[src/hdl/blm_pkg.sv]
// blm_pkg: shared constants, register codes and types of the battery level monitor.
// No dependencies. Used by blm_serdiv, battery_level_monitor, blm_checker and the testbench.

package blm_pkg;

    // field widths
    localparam int unsigned VOLT_W    = 16;
    localparam int unsigned LEVEL_W   = 13;
    localparam int unsigned FRAC_W    = 10;   // quotient bits inside one level segment
    localparam int unsigned DIV_CNT_W = 5;    // step counter of the serial divider

    // default moving-average depth
    localparam int unsigned AVERAGE_DEPTH_DEF = 8;

    // configuration port
    localparam int unsigned NUM_CFG   = 6;
    localparam int unsigned CFG_IDX_W = 3;
    localparam int unsigned ADDR_W    = 5;
    localparam int unsigned DATA_W    = 32;

    // register indexes (byte address is 4 * index)
    localparam logic [CFG_IDX_W-1:0] CFG_CUT_START     = 3'd0;
    localparam logic [CFG_IDX_W-1:0] CFG_CUT_END       = 3'd1;
    localparam logic [CFG_IDX_W-1:0] CFG_QUARTER       = 3'd2;
    localparam logic [CFG_IDX_W-1:0] CFG_HALF          = 3'd3;
    localparam logic [CFG_IDX_W-1:0] CFG_THREE_QUARTER = 3'd4;
    localparam logic [CFG_IDX_W-1:0] CFG_CHARGED       = 3'd5;

    // register reset values, millivolts
    localparam logic [VOLT_W-1:0] RST_CUT_START     = 16'd34000;
    localparam logic [VOLT_W-1:0] RST_CUT_END       = 16'd31000;
    localparam logic [VOLT_W-1:0] RST_QUARTER       = 16'd36000;
    localparam logic [VOLT_W-1:0] RST_HALF          = 16'd38000;
    localparam logic [VOLT_W-1:0] RST_THREE_QUARTER = 16'd40000;
    localparam logic [VOLT_W-1:0] RST_CHARGED       = 16'd42000;

    // Q12 full level
    localparam logic [LEVEL_W-1:0] LEVEL_FULL = 13'd4096;

    // divider start request
    typedef struct packed {
        logic                 start;
        logic [DIV_CNT_W-1:0] steps;
    } t_div_req;

endpackage

[src/hdl/blm_ram.sv]
// blm_ram: generic single-write, single-read RAM with registered read data.
// No dependencies.

module blm_ram #(
    parameter int unsigned WIDTH = 16,
    parameter int unsigned DEPTH = 8
) (
    input  logic                                  i_clk,
    input  logic                                  i_we,
    input  logic [((DEPTH > 1) ? $clog2(DEPTH) : 1)-1:0] i_waddr,
    input  logic [WIDTH-1:0]                      i_wdata,
    input  logic [((DEPTH > 1) ? $clog2(DEPTH) : 1)-1:0] i_raddr,
    output logic [WIDTH-1:0]                      o_rdata
);

    logic [WIDTH-1:0] r_mem [DEPTH];
    logic [WIDTH-1:0] r_rdata;

    // write port and registered read port
    always_ff @(posedge i_clk) begin
        if (i_we) begin
            r_mem[i_waddr] <= i_wdata;
        end
        r_rdata <= r_mem[i_raddr];
    end

    assign o_rdata = r_rdata;

endmodule

[src/hdl/blm_serdiv.sv]
// blm_serdiv: restoring divider, one quotient bit per cycle.
// Depends on blm_pkg (t_div_req, VOLT_W, DIV_CNT_W).

module blm_serdiv #(
    parameter int unsigned SW = 19
) (
    input  logic                      i_clk,
    input  logic                      i_rst_n,
    input  blm_pkg::t_div_req         i_req,
    input  logic [SW-1:0]             i_rem,    // partial remainder preload
    input  logic [SW-1:0]             i_dvd,    // dividend bits, shifted in MSB first
    input  logic [SW-1:0]             i_den,
    output logic                      o_done,
    output logic [blm_pkg::VOLT_W-1:0] o_quo
);

    logic                          r_busy;
    logic                          r_done;
    logic [blm_pkg::DIV_CNT_W-1:0] r_cnt;
    logic [SW-1:0]                 r_rem;
    logic [SW-1:0]                 r_dvd;
    logic [SW-1:0]                 r_den;
    logic [blm_pkg::VOLT_W-1:0]    r_quo;

    logic [SW:0]   trial;
    logic          fits;
    logic [SW-1:0] n_rem;

    // one restoring step: shift in the next dividend bit, try to subtract
    always_comb begin
        trial = {r_rem, r_dvd[SW-1]};
        fits  = (trial >= {1'b0, r_den});
        n_rem = fits ? SW'(trial - {1'b0, r_den}) : trial[SW-1:0];
    end

    // step control
    always_ff @(posedge i_clk) begin
        if (!i_rst_n) begin
            r_busy <= 1'b0;
            r_done <= 1'b0;
            r_cnt  <= '0;
        end else begin
            r_done <= 1'b0;
            if (i_req.start) begin
                r_busy <= 1'b1;
                r_cnt  <= i_req.steps;
            end else if (r_busy) begin
                r_cnt <= r_cnt - 1'b1;
                if (r_cnt == blm_pkg::DIV_CNT_W'(1)) begin
                    r_busy <= 1'b0;
                    r_done <= 1'b1;
                end
            end
        end
    end

    // datapath
    always_ff @(posedge i_clk) begin
        if (i_req.start) begin
            r_rem <= i_rem;
            r_dvd <= i_dvd;
            r_den <= i_den;
            r_quo <= '0;
        end else if (r_busy) begin
            r_rem <= n_rem;
            r_dvd <= {r_dvd[SW-2:0], 1'b0};
            r_quo <= {r_quo[blm_pkg::VOLT_W-2:0], fits};
        end
    end

    assign o_done = r_done;
    assign o_quo  = r_quo;

endmodule

[src/hdl/battery_level_monitor.sv]
// battery_level_monitor: moving-average battery monitor with low-battery hysteresis
// and a four-segment Q12 charge level. Depends on blm_pkg, blm_ram, blm_serdiv.
//
//  channel | direction | handshake               | payload
//  --------+-----------+-------------------------+------------------------------------------
//  in      | input     | i_in_valid / o_in_stall | i_voltage_mv, i_motor_off
//  out     | output    | o_out_valid/ i_out_stall| o_average_mv, o_low_battery,
//          |           |                         | o_battery_level, o_updated
//  cfg     | input     | psel/penable/pready     | paddr, pwdata, prdata
//
// A sample with the motor running goes from the idle state straight to the done state and
// on to the output register. A sample with the motor off runs the shared bit-serial divider,
// SW = 16 + clog2(AVERAGE_DEPTH) bits wide, once for the average and, unless the level is a
// special case, once more for the ten fraction bits of the level. One item is in work at a
// time; a finished result waits in the output register while the next item is taken. Reset
// is synchronous and leaves the ring reading as zero (a wrap flag masks entries not yet written).

module battery_level_monitor #(
    parameter int unsigned AVERAGE_DEPTH = blm_pkg::AVERAGE_DEPTH_DEF
) (
    input  logic                               i_clk,
    input  logic                               i_rst_n,
    // input channel
    input  logic                               i_in_valid,
    output logic                               o_in_stall,
    input  logic [blm_pkg::VOLT_W-1:0]         i_voltage_mv,
    input  logic                               i_motor_off,
    // output channel
    output logic                               o_out_valid,
    input  logic                               i_out_stall,
    output logic [blm_pkg::VOLT_W-1:0]         o_average_mv,
    output logic                               o_low_battery,
    output logic [blm_pkg::LEVEL_W-1:0]        o_battery_level,
    output logic                               o_updated,
    // configuration port
    input  logic                               psel,
    input  logic                               penable,
    input  logic                               pwrite,
    input  logic [blm_pkg::ADDR_W-1:0]         paddr,
    input  logic [blm_pkg::DATA_W-1:0]         pwdata,
    output logic [blm_pkg::DATA_W-1:0]         prdata,
    output logic                               pready
);

    localparam int unsigned SW = blm_pkg::VOLT_W + $clog2(AVERAGE_DEPTH);
    localparam int unsigned NW = $clog2(AVERAGE_DEPTH + 1);
    localparam int unsigned PW = (AVERAGE_DEPTH > 1) ? $clog2(AVERAGE_DEPTH) : 1;
    localparam logic [NW-1:0] DEPTH_N  = NW'(AVERAGE_DEPTH);
    localparam logic [PW-1:0] LAST_PTR = PW'(AVERAGE_DEPTH - 1);
    localparam logic [blm_pkg::DIV_CNT_W-1:0] AVG_STEPS = blm_pkg::DIV_CNT_W'(SW);
    localparam logic [blm_pkg::DIV_CNT_W-1:0] LVL_STEPS = blm_pkg::DIV_CNT_W'(blm_pkg::FRAC_W);

    typedef enum logic [7:0] {
        S_IDLE = 8'b0000_0001,
        S_READ = 8'b0000_0010,
        S_MUL  = 8'b0000_0100,
        S_CMP  = 8'b0000_1000,
        S_SEG  = 8'b0001_0000,
        S_AVG  = 8'b0010_0000,
        S_LVL  = 8'b0100_0000,
        S_DONE = 8'b1000_0000
    } t_state;

    t_state r_state, n_state;

    // configuration registers
    logic [blm_pkg::VOLT_W-1:0] r_cut_start, r_cut_end, r_quarter, r_half;
    logic [blm_pkg::VOLT_W-1:0] r_three_quarter, r_charged;
    logic                       cfg_wr;
    logic [blm_pkg::CFG_IDX_W-1:0] cfg_idx;

    // filter state
    logic [PW-1:0]              r_ptr;
    logic                       r_wrapped;
    logic [SW-1:0]              r_sum;
    logic [blm_pkg::VOLT_W-1:0] r_avg;
    logic                       r_low;
    logic [blm_pkg::LEVEL_W-1:0] r_level;

    // per-item working registers
    logic [blm_pkg::VOLT_W-1:0]    r_v;
    logic                          r_upd;
    logic [blm_pkg::CFG_IDX_W-1:0] r_mcnt;
    logic [SW-1:0]                 r_prod [blm_pkg::NUM_CFG];
    logic [SW-1:0]                 r_lo, r_hi, r_diff, r_den;
    logic [1:0]                    r_seg;
    logic                          r_special;
    logic [blm_pkg::LEVEL_W-1:0]   r_spec_level;

    // output registers
    logic                        r_out_valid;
    logic [blm_pkg::VOLT_W-1:0]  r_out_avg;
    logic                        r_out_low;
    logic [blm_pkg::LEVEL_W-1:0] r_out_level;
    logic                        r_out_upd;

    // combinational helpers
    logic                       in_xfer;
    logic                       out_free;
    logic [blm_pkg::VOLT_W-1:0] ram_rdata;
    logic [blm_pkg::VOLT_W-1:0] old_sample;
    logic [blm_pkg::VOLT_W-1:0] thr;
    logic [SW-1:0]              n_prod;
    logic                       n_low;
    logic                       flat, below, above;

    // divider hookup
    blm_pkg::t_div_req          div_req;
    logic [SW-1:0]              div_rem, div_dvd, div_den;
    logic                       div_done;
    logic [blm_pkg::VOLT_W-1:0] div_quo;

    assign in_xfer  = i_in_valid && !o_in_stall;
    assign out_free = !r_out_valid || !i_out_stall;

    // ---------------- configuration port ----------------
    assign pready  = 1'b1;
    assign cfg_wr  = psel && penable && pwrite && pready;
    assign cfg_idx = paddr[blm_pkg::ADDR_W-1:2];

    always_ff @(posedge i_clk) begin
        if (!i_rst_n) begin
            r_cut_start     <= blm_pkg::RST_CUT_START;
            r_cut_end       <= blm_pkg::RST_CUT_END;
            r_quarter       <= blm_pkg::RST_QUARTER;
            r_half          <= blm_pkg::RST_HALF;
            r_three_quarter <= blm_pkg::RST_THREE_QUARTER;
            r_charged       <= blm_pkg::RST_CHARGED;
        end else if (cfg_wr) begin
            unique case (cfg_idx)
                blm_pkg::CFG_CUT_START:     r_cut_start     <= pwdata[blm_pkg::VOLT_W-1:0];
                blm_pkg::CFG_CUT_END:       r_cut_end       <= pwdata[blm_pkg::VOLT_W-1:0];
                blm_pkg::CFG_QUARTER:       r_quarter       <= pwdata[blm_pkg::VOLT_W-1:0];
                blm_pkg::CFG_HALF:          r_half          <= pwdata[blm_pkg::VOLT_W-1:0];
                blm_pkg::CFG_THREE_QUARTER: r_three_quarter <= pwdata[blm_pkg::VOLT_W-1:0];
                blm_pkg::CFG_CHARGED:       r_charged       <= pwdata[blm_pkg::VOLT_W-1:0];
                default: ;
            endcase
        end
    end

    // register readback
    always_comb begin
        prdata = '0;
        unique case (cfg_idx)
            blm_pkg::CFG_CUT_START:     prdata[blm_pkg::VOLT_W-1:0] = r_cut_start;
            blm_pkg::CFG_CUT_END:       prdata[blm_pkg::VOLT_W-1:0] = r_cut_end;
            blm_pkg::CFG_QUARTER:       prdata[blm_pkg::VOLT_W-1:0] = r_quarter;
            blm_pkg::CFG_HALF:          prdata[blm_pkg::VOLT_W-1:0] = r_half;
            blm_pkg::CFG_THREE_QUARTER: prdata[blm_pkg::VOLT_W-1:0] = r_three_quarter;
            blm_pkg::CFG_CHARGED:       prdata[blm_pkg::VOLT_W-1:0] = r_charged;
            default: ;
        endcase
    end

    // ---------------- sample ring ----------------
    blm_ram #(
        .WIDTH (blm_pkg::VOLT_W),
        .DEPTH (AVERAGE_DEPTH)
    ) u_ring (
        .i_clk   (i_clk),
        .i_we    (r_state == S_READ),
        .i_waddr (r_ptr),
        .i_wdata (r_v),
        .i_raddr (r_ptr),
        .o_rdata (ram_rdata)
    );

    // entries not yet written read as zero until the first wrap
    assign old_sample = r_wrapped ? ram_rdata : '0;

    // ---------------- threshold scaling ----------------
    always_comb begin
        case (r_mcnt)
            blm_pkg::CFG_CUT_START:     thr = r_cut_start;
            blm_pkg::CFG_CUT_END:       thr = r_cut_end;
            blm_pkg::CFG_QUARTER:       thr = r_quarter;
            blm_pkg::CFG_HALF:          thr = r_half;
            blm_pkg::CFG_THREE_QUARTER: thr = r_three_quarter;
            default:                    thr = r_charged;
        endcase
        n_prod = SW'(thr) * SW'(DEPTH_N);
    end

    // hysteresis: clear above cut_start, then set below cut_end
    always_comb begin
        n_low = r_low && !(r_sum > r_prod[blm_pkg::CFG_CUT_START]);
        n_low = n_low || (r_sum < r_prod[blm_pkg::CFG_CUT_END]);
    end

    // segment special cases
    assign flat  = (r_hi <= r_lo);
    assign below = (r_sum < r_lo);
    assign above = (r_sum >= r_hi);

    // ---------------- divider ----------------
    always_comb begin
        div_req.start = (r_state == S_CMP) || ((r_state == S_AVG) && div_done && !r_special);
        div_req.steps = (r_state == S_CMP) ? AVG_STEPS : LVL_STEPS;
        if (r_state == S_CMP) begin
            div_rem = '0;
            div_dvd = r_sum;
            div_den = SW'(DEPTH_N);
        end else begin
            div_rem = r_diff;
            div_dvd = '0;
            div_den = r_den;
        end
    end

    blm_serdiv #(
        .SW (SW)
    ) u_div (
        .i_clk   (i_clk),
        .i_rst_n (i_rst_n),
        .i_req   (div_req),
        .i_rem   (div_rem),
        .i_dvd   (div_dvd),
        .i_den   (div_den),
        .o_done  (div_done),
        .o_quo   (div_quo)
    );

    // ---------------- sequencer ----------------
    always_comb begin
        n_state = r_state;
        unique case (r_state)
            S_IDLE: if (in_xfer) n_state = i_motor_off ? S_READ : S_DONE;
            S_READ: n_state = S_MUL;
            S_MUL:  if (r_mcnt == blm_pkg::CFG_CHARGED) n_state = S_CMP;
            S_CMP:  n_state = S_SEG;
            S_SEG:  n_state = S_AVG;
            S_AVG:  if (div_done) n_state = r_special ? S_DONE : S_LVL;
            S_LVL:  if (div_done) n_state = S_DONE;
            S_DONE: if (out_free) n_state = S_IDLE;
            default: n_state = S_IDLE;
        endcase
    end

    // control state
    always_ff @(posedge i_clk) begin
        if (!i_rst_n) begin
            r_state     <= S_IDLE;
            r_ptr       <= '0;
            r_wrapped   <= 1'b0;
            r_sum       <= '0;
            r_avg       <= '0;
            r_low       <= 1'b0;
            r_level     <= blm_pkg::LEVEL_FULL;
            r_out_valid <= 1'b0;
            r_mcnt      <= '0;
        end else begin
            r_state <= n_state;
            // ring update
            if (r_state == S_READ) begin
                r_sum <= SW'(r_sum - SW'(old_sample) + SW'(r_v));
                if (r_ptr == LAST_PTR) begin
                    r_ptr     <= '0;
                    r_wrapped <= 1'b1;
                end else begin
                    r_ptr <= r_ptr + 1'b1;
                end
            end
            // threshold counter
            if (r_state == S_READ) begin
                r_mcnt <= '0;
            end else if (r_state == S_MUL) begin
                r_mcnt <= r_mcnt + 1'b1;
            end
            if (r_state == S_CMP) begin
                r_low <= n_low;
            end
            if ((r_state == S_AVG) && div_done) begin
                r_avg <= div_quo;
                if (r_special) begin
                    r_level <= r_spec_level;
                end
            end
            if ((r_state == S_LVL) && div_done) begin
                r_level <= {1'b0, r_seg, div_quo[blm_pkg::FRAC_W-1:0]};
            end
            // output register
            if ((r_state == S_DONE) && out_free) begin
                r_out_valid <= 1'b1;
            end else if (!i_out_stall) begin
                r_out_valid <= 1'b0;
            end
        end
    end

    // working payload
    always_ff @(posedge i_clk) begin
        if (in_xfer) begin
            r_v   <= i_voltage_mv;
            r_upd <= i_motor_off;
        end
        if (r_state == S_MUL) begin
            r_prod[r_mcnt] <= n_prod;
        end
        // pick the segment from the scaled sum
        if (r_state == S_CMP) begin
            if (r_sum >= r_prod[blm_pkg::CFG_THREE_QUARTER]) begin
                r_lo  <= r_prod[blm_pkg::CFG_THREE_QUARTER];
                r_hi  <= r_prod[blm_pkg::CFG_CHARGED];
                r_seg <= 2'd3;
            end else if (r_sum >= r_prod[blm_pkg::CFG_HALF]) begin
                r_lo  <= r_prod[blm_pkg::CFG_HALF];
                r_hi  <= r_prod[blm_pkg::CFG_THREE_QUARTER];
                r_seg <= 2'd2;
            end else if (r_sum >= r_prod[blm_pkg::CFG_QUARTER]) begin
                r_lo  <= r_prod[blm_pkg::CFG_QUARTER];
                r_hi  <= r_prod[blm_pkg::CFG_HALF];
                r_seg <= 2'd1;
            end else begin
                r_lo  <= r_prod[blm_pkg::CFG_CUT_START];
                r_hi  <= r_prod[blm_pkg::CFG_QUARTER];
                r_seg <= 2'd0;
            end
        end
        // segment offset and span; top value when flat or past the top, zero below
        if (r_state == S_SEG) begin
            r_diff    <= r_sum - r_lo;
            r_den     <= r_hi - r_lo;
            r_special <= flat || below || above;
            if (flat || !below) begin
                r_spec_level <= {{1'b0, r_seg} + 3'd1, {blm_pkg::FRAC_W{1'b0}}};
            end else begin
                r_spec_level <= '0;
            end
        end
        if ((r_state == S_DONE) && out_free) begin
            r_out_avg   <= r_avg;
            r_out_low   <= r_low;
            r_out_level <= r_level;
            r_out_upd   <= r_upd;
        end
    end

    assign o_in_stall      = (r_state != S_IDLE);
    assign o_out_valid     = r_out_valid;
    assign o_average_mv    = r_out_avg;
    assign o_low_battery   = r_out_low;
    assign o_battery_level = r_out_level;
    assign o_updated       = r_out_upd;

endmodule

[config.mk]
export PLATFORM = sky130hd
export DESIGN_NAME = battery_level_monitor
export DESIGN_NICKNAME = d
export VERILOG_FILES = /design/src/hdl/blm_pkg.sv /design/src/hdl/blm_ram.sv /design/src/hdl/blm_serdiv.sv /design/src/hdl/battery_level_monitor.sv
export SDC_FILE = /design/constraint.sdc
export NUM_CORES = 1
export LEC_CHECK = 0
export BUFFER_PORTS_ARGS = -buffer_cell sky130_fd_sc_hd__buf_2
export CAP_MARGIN = 40
export CORE_MARGIN = 5
export CORE_UTILIZATION = 55
export DETAILED_ROUTE_END_ITERATION = 8
export GPL_TIMING_DRIVEN = 0
export PLACE_DENSITY_LB_ADDON = 0.25
export SLEW_MARGIN = 10
export SYNTH_ARGS = -nofsm -noshare
export SYNTH_HDL_FRONTEND = slang
export SYNTH_SLANG_ARGS = --single-unit
export TNS_END_PERCENT = 1
[constraint.sdc]
create_clock -name i_clk -period 4 [get_ports i_clk]
set_clock_uncertainty 0.05 [all_clocks]
set_input_delay 0.2 -clock i_clk [delete_from_list [all_inputs] [get_ports i_clk]]
set_output_delay 0.2 -clock i_clk [all_outputs]
set_load 0.05 [all_outputs]
---- Yosys cells after proc, flatten, opt, wreduce, memory -nomap -nowiden ----
Memories as Yosys holds them, arrays and structs flattened. A register that Yosys moved wholly into a read port is not among the register bits.
Index checks and enable logic that the tools add are counted.
word-level totals
  register bits after elaboration ......... 381
  RAM bits ................................ 224
  input bits .............................. 61
  output and inout port bits .............. 66
  word-level logic and storage cells ...... 166
  memories ................................ 2
memory list
  memory        words  width  read ports  clocked after Yosys merged registers in  write ports  line                         RTL
  u_ring.r_mem  8      16     1           1                                        1            blm_ram.sv:16                logic [WIDTH-1:0] r_mem [DEPTH];
  r_prod        6      16     6           0                                        1            battery_level_monitor.sv:84  logic [SW-1:0] r_prod [blm_pkg::NUM_CFG];
cells by class
  add/sub/neg operators ................... 9
  $lt $le $gt $ge ......................... 9
  eq/ne operators ......................... 27
  multiplexer cells ....................... 43
  bitwise operators ....................... 2
  reductions and logical operators ........ 37
operator list
  operator            number
  $mux 19             13
  $pmux 16 s6         1
  $pmux 16 s5         1
  $ge 19x19->1        4
  $pmux 8 s8          1
  $sub 19x19->19      3
  $mux 8              7
  $mux 13             3
  $lt 19x19->1        2
  $ge 20x19->1        1
  $add 19x16->19      1
  $gt 19x19->1        1
  $le 19x19->1        1
  $sub 19x16->19      1
  $mux 16             1
  $reduce_and 2->1    8
  $eq 3x3->1 const B  5
  $mux 5              3
  $eq 3x2->1 const B  4
  $mux 1              12
  $eq 8x1->1 const B  1
  $eq 8x2->1 const B  1
  $eq 8x3->1 const B  1
  $eq 8x4->1 const B  1
  other kinds (22)    50

---- Depth between registers and ports, before layout ----
Gate-level depths: netlist of the first run.
  depth in word-level cells ............... 5
  gate-level depth with buffers ........... 12
  mapped depth without buffers ............ 12

---- Cells and area by module ----
A second synthesis of the first run with hierarchy kept.
unflattened totals
  cells, all modules ...................... 2674
  area total of the unflattened synthesis .. 30474.2 um^2
by module, submodules not included
  module                 times used  cells each  area each (um^2)  seq. area each (um^2)
  battery_level_monitor  1           2068        20731.1           9739.3
  blm_ram                1           214         5293.8            4164.0
  blm_serdiv             1           392         4449.3            2172.1

---- Least setup slack after synthesis of the first run ----
No wires, ideal clock.
  path kind ............................... register to register
  start point ............................. register r_state[1]
  end point ............................... register u_div.r_dvd[0] (enable)
  setup time .............................. 396 ps
  data arrival time ....................... 2800 ps
  data required time ...................... 3554 ps
  path slack .............................. 754 ps
  cell stages (with the launch flop) ...... 5
  path buffers ............................ 0
  clock period less this slack ............ 3246 ps
  cell sequence ........................... dfxtp_1 -> nor4_2 -> nand4b_2 -> inv_1 -> or3_1
on the way
  cells in the longest elaborated chain, start to end .. 5
  elaborated cells on any way between the ends .. 6
  those cells by class .................... eq/ne (2); reduce/logical (4)
ends and longest elaborated chain
  element                               line                          RTL
  start: declaration                    battery_level_monitor.sv:64   t_state r_state, n_state;
  start signal: assignment              battery_level_monitor.sv:253  r_state <= n_state;
  $eq 8x6->1                            battery_level_monitor.sv:198  div_req.start = (r_state == S_CMP) || ((r_state == S_AVG) && div_done && !r_special);
  $logic_and 1x1->1 (2 in series)       battery_level_monitor.sv:198
  $logic_or 1x1->1 *                    battery_level_monitor.sv:198
  $reduce_bool 2->1 (no source line) *  --
  end signal: assignment                blm_serdiv.sv:61              r_dvd <= i_dvd;
  end signal: assignment                blm_serdiv.sv:66              r_dvd <= {r_dvd[SW-2:0], 1'b0};
  end: declaration                      blm_serdiv.sv:21              logic [SW-1:0] r_dvd;
Every way passes the cells marked *; elsewhere a longest branch is shown, timed or not.
A chain may end at the register's enable or synchronous reset.

---- Worst setup path after layout of the first run ----
  start point ............................. register r_state[1]
  end point ............................... register u_div.r_den[14] (enable)
on the way
  cells in the longest elaborated chain, start to end .. 4
  elaborated cells on any way between the ends .. 5
  those cells by class .................... eq/ne (2); reduce/logical (3)
ends and longest elaborated chain
  element                          line                          RTL
  $eq 8x6->1                       battery_level_monitor.sv:198
  $logic_and 1x1->1 (2 in series)  battery_level_monitor.sv:198
  $logic_or 1x1->1 *               battery_level_monitor.sv:198
  end signal: assignment           blm_serdiv.sv:62              r_den <= i_den;
  end: declaration                 blm_serdiv.sv:22              logic [SW-1:0] r_den;
Marked as above.

==> flow_summary.yaml, run 1 <==
hold_path:
  hold_end: "r_v[8]"
  min_from: "i_voltage_mv[8]"
  hold_path_class: "in2reg"
  hold_path_depth: 2
place:
  dp.cells: 3498
  place_area_mm2: 0.0309
  port_buffers: 91
  dp_hpwl_um: 55900
  gp_congestion: 0.938
drt:
  drc: 0
  drt-initial-drc-count: 2437
  vias_per_cell: 5.94
  wl_um: 76700
  wl_per_cell_um: 21.0
  drtAntennaViolNets: 0
  drt-pass1-iter-count: 9
  dr_total_vias: 21600
synth:
  ys_ff_latch: 599
  synth_async_sr_flop_share: 0
  synth-main-ff-cell: "edfxtp_1"
  synth_seq_area_share: 0.549
  yosysUniqueCellTypes: 83
  postSynthAreaPerCell_um2: 10.9
  syn-instance-count: 2678
  synth_area_mm2: 0.0291
  synth_edf_count: 399
  ys_warn_count: 0
timing:
  finalCriticalPeriod_ps: 3670
  hold_ws_ps: 220
  worst_pin_slew_ps: 996
  timing.slew.headroom: 0.332
  hold_viol: 0
  drv_slew: 0
  rsz0062_at_grt: "no"
  setup_viol: 0
  clock.fmax_mhz: 272
  period_share: 0.918
layout:
  final_common_cell: "edfxtp_1"
  final_cells: 3645
  area_growth_pct: 14.3
  fin_area_mm2: 0.0333
  antenna_cells: 0
  drive_gt1_frac: 0.0971
  nets: 3159
  layout_common_cells: "edfxtp_1, nand2_1, inv_1"
  fillCellCount: 4104
worst_setup_path:
  crit_path_frequent_cell: "buf_4"
  cp_slowest_stage_delay_ps: 670
  ff2ff_path_depth: 7
  arrival_ps: 3910
  path_class: "reg2reg"
  crit_path_start_kind: "flip-flop"
  rrSetupSlack_ps: 330
  path_cells: "nor4_2 > nand4b_2 > clkinv_2 > nor2_1 > inv_1 > buf_4 > buf_4"
  crit_fanout: 39
  required_ps: 4240
  slowest_stage: "clkinv_2"
  cp-end-kind: "flip-flop"
  r2r_end: "u_div.r_den[14]"
  reg2reg_from: "r_state[1]"
job:
  drv_cap: 0
cts:
  root_buffer: "clkbuf_16"
  cts.path.max_buffers: 3
  post_cts_buffers: 0
  cts-htree-levels: 2
  worstSkewPairLatency_ps: 640
  cts_tree: "built"
  clk_pin_slew_ps: 60
  cts_made_buffers: 59
  numClockSinks: 599
die:
  core.rowCount: 84
  initial_core_util: 0.554
  fp.dieArea_mm2: 0.0577
  io_pins: 127
  die_height_um: 240
  dieWidth_um: 240
  core_region_area_mm2: 0.0526
global_routing:
  grt_max_degree: 40
  overflow: 0
  grt_pass1_vias: 21500
  track_usage: 0.264
  grt_pass1_wl_um: 121000
  antenna_found_initial: 0
pwr:
  p_total_mw: 13.4
  leakage_nw: 13.2
  power_density_mw_per_mm2: 403
  vdd_drop_max_v: 0.000354
run_status:
  status: "finished, final reports clean"
[power by group]
group	total [mW]	internal, mW	switching (mW)
combinational	0.882	0.310	0.573
clock	5.82	3.44	2.38
sequential	6.71	6.64	0.0734
total	13.4	10.4	3.03
[cells by family after synthesis]
family / share of synthesized area
other cells: 0.000258
fa+ha+maj: 0.0869
mux: 0.0232
buf+inv: 0.0522
flops: 0.549
compound gates: 0.147
xor+xnor: 0.0126
simple gates: 0.129
[cell usage after synthesis, types with 16 or more instances]
cell	number	area, µm²
edfxtp_1	399	12000
nand2_1	342	1280
inv_1	229	860
dfxtp_1	200	4000
ha_1	172	2150
a21oi_1	169	846
a22oi_1	138	1040
nor2_1	103	387
clkbuf_1	102	383
and2_1	79	494
nand3_1	75	375
o21ai_0	68	340
mux2i_1	64	641
a21o_1	38	285
o21a_1	37	278
a221o_1	34	340
nand4_1	34	213
nor3_1	32	160
xnor2_1	32	280
nor2b_1	26	163
o211ai_1	24	180
buf_4	20	150
fa_1	19	380
a222oi_1	16	160
o21ai_1	16	80.1
[sequential cells by signal, indices dropped and copies added (netlist names), 19 cells and up]
name and count:
r_diff 19, r_prod 96, r_sum 19, u_div.r_dvd 19, u_div.r_rem 19, u_ring.r_mem 128
[worst max-delay path by stage]
| stage | start | endpoint | slack, ps | depth (start not counted) |
|---|---|---|---|---|
| floorplan | r_state[1] | u_div.r_dvd[0] | 750 | 4 |
| finish | r_state[1] | u_div.r_den[14] | 330 | 7 |
| detailed placement | r_state[1] | u_div.r_den[17] | 170 | 7 |
| global placement | r_state[1] | u_div.r_dvd[14] | -470 | 4 |
| global route | r_v[1] | r_sum[18] | 80 | 11 |
| CTS | r_state[1] | u_div.r_den[13] | 130 | 7 |
[layout make-up]
cell class                 count  area (µm²)  share of cell area
sequential                   599       16000               0.480
multi-input combinational   1721       11800               0.353
clock buffer                  75        1610              0.0483
timing repair buffer         153        1120              0.0336
inverter                     232         872              0.0262
tap                          688         861              0.0258
buffer                       141         651              0.0195
clock inverter                36         448              0.0134
[layer usage]
layer / up-vias / global-route usage / routed length (µm)
met4: 0 / 0.0930 / 2940
met5: - / 0 / 0
met2: 934 / 0.431 / 35900
met1: 10400 / 0.359 / 31900
li1: 10200 / - / -
met3: 185 / 0.0466 / 5940
[worst max-delay path, delay by kind of cell (launching register included)]
kind | cells | cell delay (ps)
and+or+nand+nor | 3 | 1430
buffers and inverters | 4 | 1470
DFF | 1 | 360
[timing repair]
| action | 4_1_cts | 5_1_grt |
|---|---|---|
| endpoints found under the setup margin | 0 | 17 |
| hold endpoints to repair | 123 | 0 |
| hold buffers | 36 | 0 |
| gates resized for setup | 0 | 2 |
[per-stage QoR]
stage	setup WS [ps]	utilization	TNS, ps
2_1_floorplan	754	-	0
3_3_place_gp	-466	0.580	-41810
3_5_place_dp	174	0.588	0
4_1_cts	133	0.634	0
5_1_grt	82.7	0.634	0
6_report	326	0.634	0
Power figures use the tool's default switching activity.
==> inputs of run 2 (changes only) <==
ABC_AREA = 1   (was not set)
==> run 2 against run 1 <==
Against the previous run:
- first-iteration DRC count shrank 12%
- final cell count grew 14%
- global-route usage grew 0.30 points
- highest routed layer unchanged
- critical path depth grew 4
- hold slack lost 160 ps
- critical path type unchanged
==> flow_summary.yaml, run 2 <==
run_status:
  status: "finished, final reports clean"
place:
  gp_congestion: 0.979
  dp_hpwl_um: 59900
  port_buffers: 91
drt:
  wl_um: 80000
  drc: 0
  wl_per_cell_um: 19.3
  vias_per_cell: 5.65
  drt-initial-drc-count: 2154
  dr_total_vias: 23400
  drtAntennaViolNets: 0
  drt-pass1-iter-count: 6
synth:
  synth_seq_area_share: 0.540
  ys_ff_latch: 599
  netlist_top_cells_count: "nand2_1, inv_1, edfxtp_1, a21oi_1, dfxtp_1"
  postSynthAreaPerCell_um2: 9.35
  synthTopCellsByArea: "edfxtp_1, dfxtp_1, nand2_1, ha_1, inv_1"
  yosys.area.top_type: "edfxtp_1"
  yosysMostFrequentCell: "nand2_1"
  synth_area_mm2: 0.0296
  ys_warn_count: 0
  yosysTopAreaCellShare: 0.405
  synth_edf_count: 399
  synth_async_sr_flop_share: 0
  synth-main-ff-cell: "edfxtp_1"
  syn-instance-count: 3168
  yosysUniqueCellTypes: 53
die:
  fp.dieArea_mm2: 0.0586
  core.rowCount: 85
  io_pins: 127
  die_height_um: 242
  initial_core_util: 0.552
  core_region_area_mm2: 0.0536
  dieWidth_um: 242
global_routing:
  overflow: 0
  grt_pass1_wl_um: 126000
  grt_pass1_vias: 23100
  grt_max_degree: 48
  track_usage: 0.267
  antenna_found_initial: 1
timing:
  fin_tns_setup_ps: 0
  finalCriticalPeriod_ps: 3480
  timing.slew.headroom: 0.362
  worst_pin_slew_ps: 957
  hold_ws_ps: 63.8
  rsz0062_at_grt: "no"
  period_share: 0.871
  hold_viol: 0
  drv_slew: 0
  clock.fmax_mhz: 287
  setup_viol: 0
pwr:
  p_switching_mw: 3.56
  power_density_mw_per_mm2: 424
  clkPwrFrac: 0.422
  pwr-share-seq: 0.479
  vdd_drop_max_v: 0.000330
  p_int_mw: 10.8
  p_total_mw: 14.3
  p_sw_frac: 0.248
  leakage_nw: 15.0
  p_comb_frac: 0.100
worst_setup_path:
  crit_fanout: 8
  crit_path_start_kind: "flip-flop"
  path_cells: "inv_1 > fa_1 > inv_1 > ha_1 > nand4_1 > o21ai_0 > nand3_1 > nand3_1 > nand3_1 > nand2_1 > inv_1"
  slowest_stage: "dfxtp_1"
  path_class: "reg2reg"
  arrival_ps: 3960
  cp_slowest_stage_delay_ps: 790
  cp-end-kind: "flip-flop"
  required_ps: 4480
cts:
  cts-htree-levels: 2
  cts_made_buffers: 61
  cts_tree: "built"
  cts.repair.resized: 0
  cts-hold-fix-buffers: 35
  clk_pin_slew_ps: 60
  numClockSinks: 599
  post_cts_buffers: 0
  worstSkewPairLatency_ps: 650
  cts.path.max_buffers: 3
  root_buffer: "clkbuf_16"
layout:
  final_common_cell: "nand2_1"
  layout_common_cells: "nand2_1, inv_1, edfxtp_1"
  drive_gt1_frac: 0.0895
  nets: 3650
  antenna_cells: 0
  area_growth_pct: 14.3
  largest_register_ffs: 128
  fin_util: 0.631
  reg_top3: "u_ring.r_mem (128), r_prod (96)"
  top_register: "u_ring.r_mem"
  fillCellCount: 4353
job:
  drv_cap: 0
hold_path:
  hold_path_class: "in2reg"
==> run 2: cell count changes after synthesis, moves of 55 or more <==
cell     delta
mux2i_1    -64
inv_1     +227
a22oi_1   -110
nand2_1   +320
nand3_1   +111
nor2_1     +96
o21ai_0    +75
a21oi_1    +55
and2_1     -74
==> run 2: logic make-up after synthesis <==
kind of cell               count (synthesis)  share of synthesized area
AOI/OAI and AO/OA                        592                      0.118
xor gates and xnor gates                  40                     0.0118
adders and majority gates                191                     0.0855
buffers and inverters                    586                     0.0781
DFF                                      599                      0.540
other                                      2                   0.000254
and+or+nand+nor                         1158                      0.167
==> run 2: critical path, delay by kind of cell (launching register included) <==
family | cells | cell delay (ps)
fa+ha+maj | 2 | 980
simple gates | 5 | 580
flops | 1 | 790
compound gates | 1 | 530
buf+inv | 3 | 420
==> run 2: cell type report <==
cell class                 instances  area, µm²  area share
clock buffer                      82       1700      0.0502
tap                              696        871      0.0257
clock inverter                    34        465      0.0138
timing repair buffer             152       1070      0.0316
sequential                       599      16000       0.472
inverter                         473       1780      0.0525
buffer                           113        536      0.0158
multi-input combinational       1998      11400       0.338
==> run 2: power by group through the flow <==
stage | logic, mW | clock network (mW) | registers [mW]
after floorplan | 0.947 | 0 | 6.98
after detailed placement | 1.37 | 0 | 7.00
after global routing | 1.58 | 6.40 | 6.88
after global placement | 1.32 | 0 | 6.99
after CTS | 1.41 | 6.11 | 6.86
final | 1.43 | 6.05 | 6.87
==> run 2: worst paths after layout <==
check | start | endpoint | slack [ps] | cells after the start
setup / recovery | r_sum[4] | r_sum[15] | 520 | 11
hold / removal | i_out_stall | o_out_valid | 60 | 3
setup reg to reg | r_sum[4] | r_sum[15] | 520 | 11
hold reg to reg | r_level[3] | o_battery_level[3] | 380 | 0
==> run 2: stage by stage <==
stage          instances  cell area, µm²  setup WS (ps)
2_1_floorplan       3183           29700           1320
3_3_place_gp        3970           31000          -84.8
3_5_place_dp        3995           31300            618
4_1_cts             4146           33800            592
5_1_grt             4147           33800            346
6_report            4147           33800            516
==> run 2: metal layers <==
metal	vias to the layer above	routed length [µm]	global-route usage	part of all wire
met5	-	0	0	0
met4	0	3100	0.0948	0.039
met3	186	5870	0.0421	0.073
met2	978	37300	0.443	0.47
met1	11000	33700	0.360	0.42
li1	11200	-	-	-
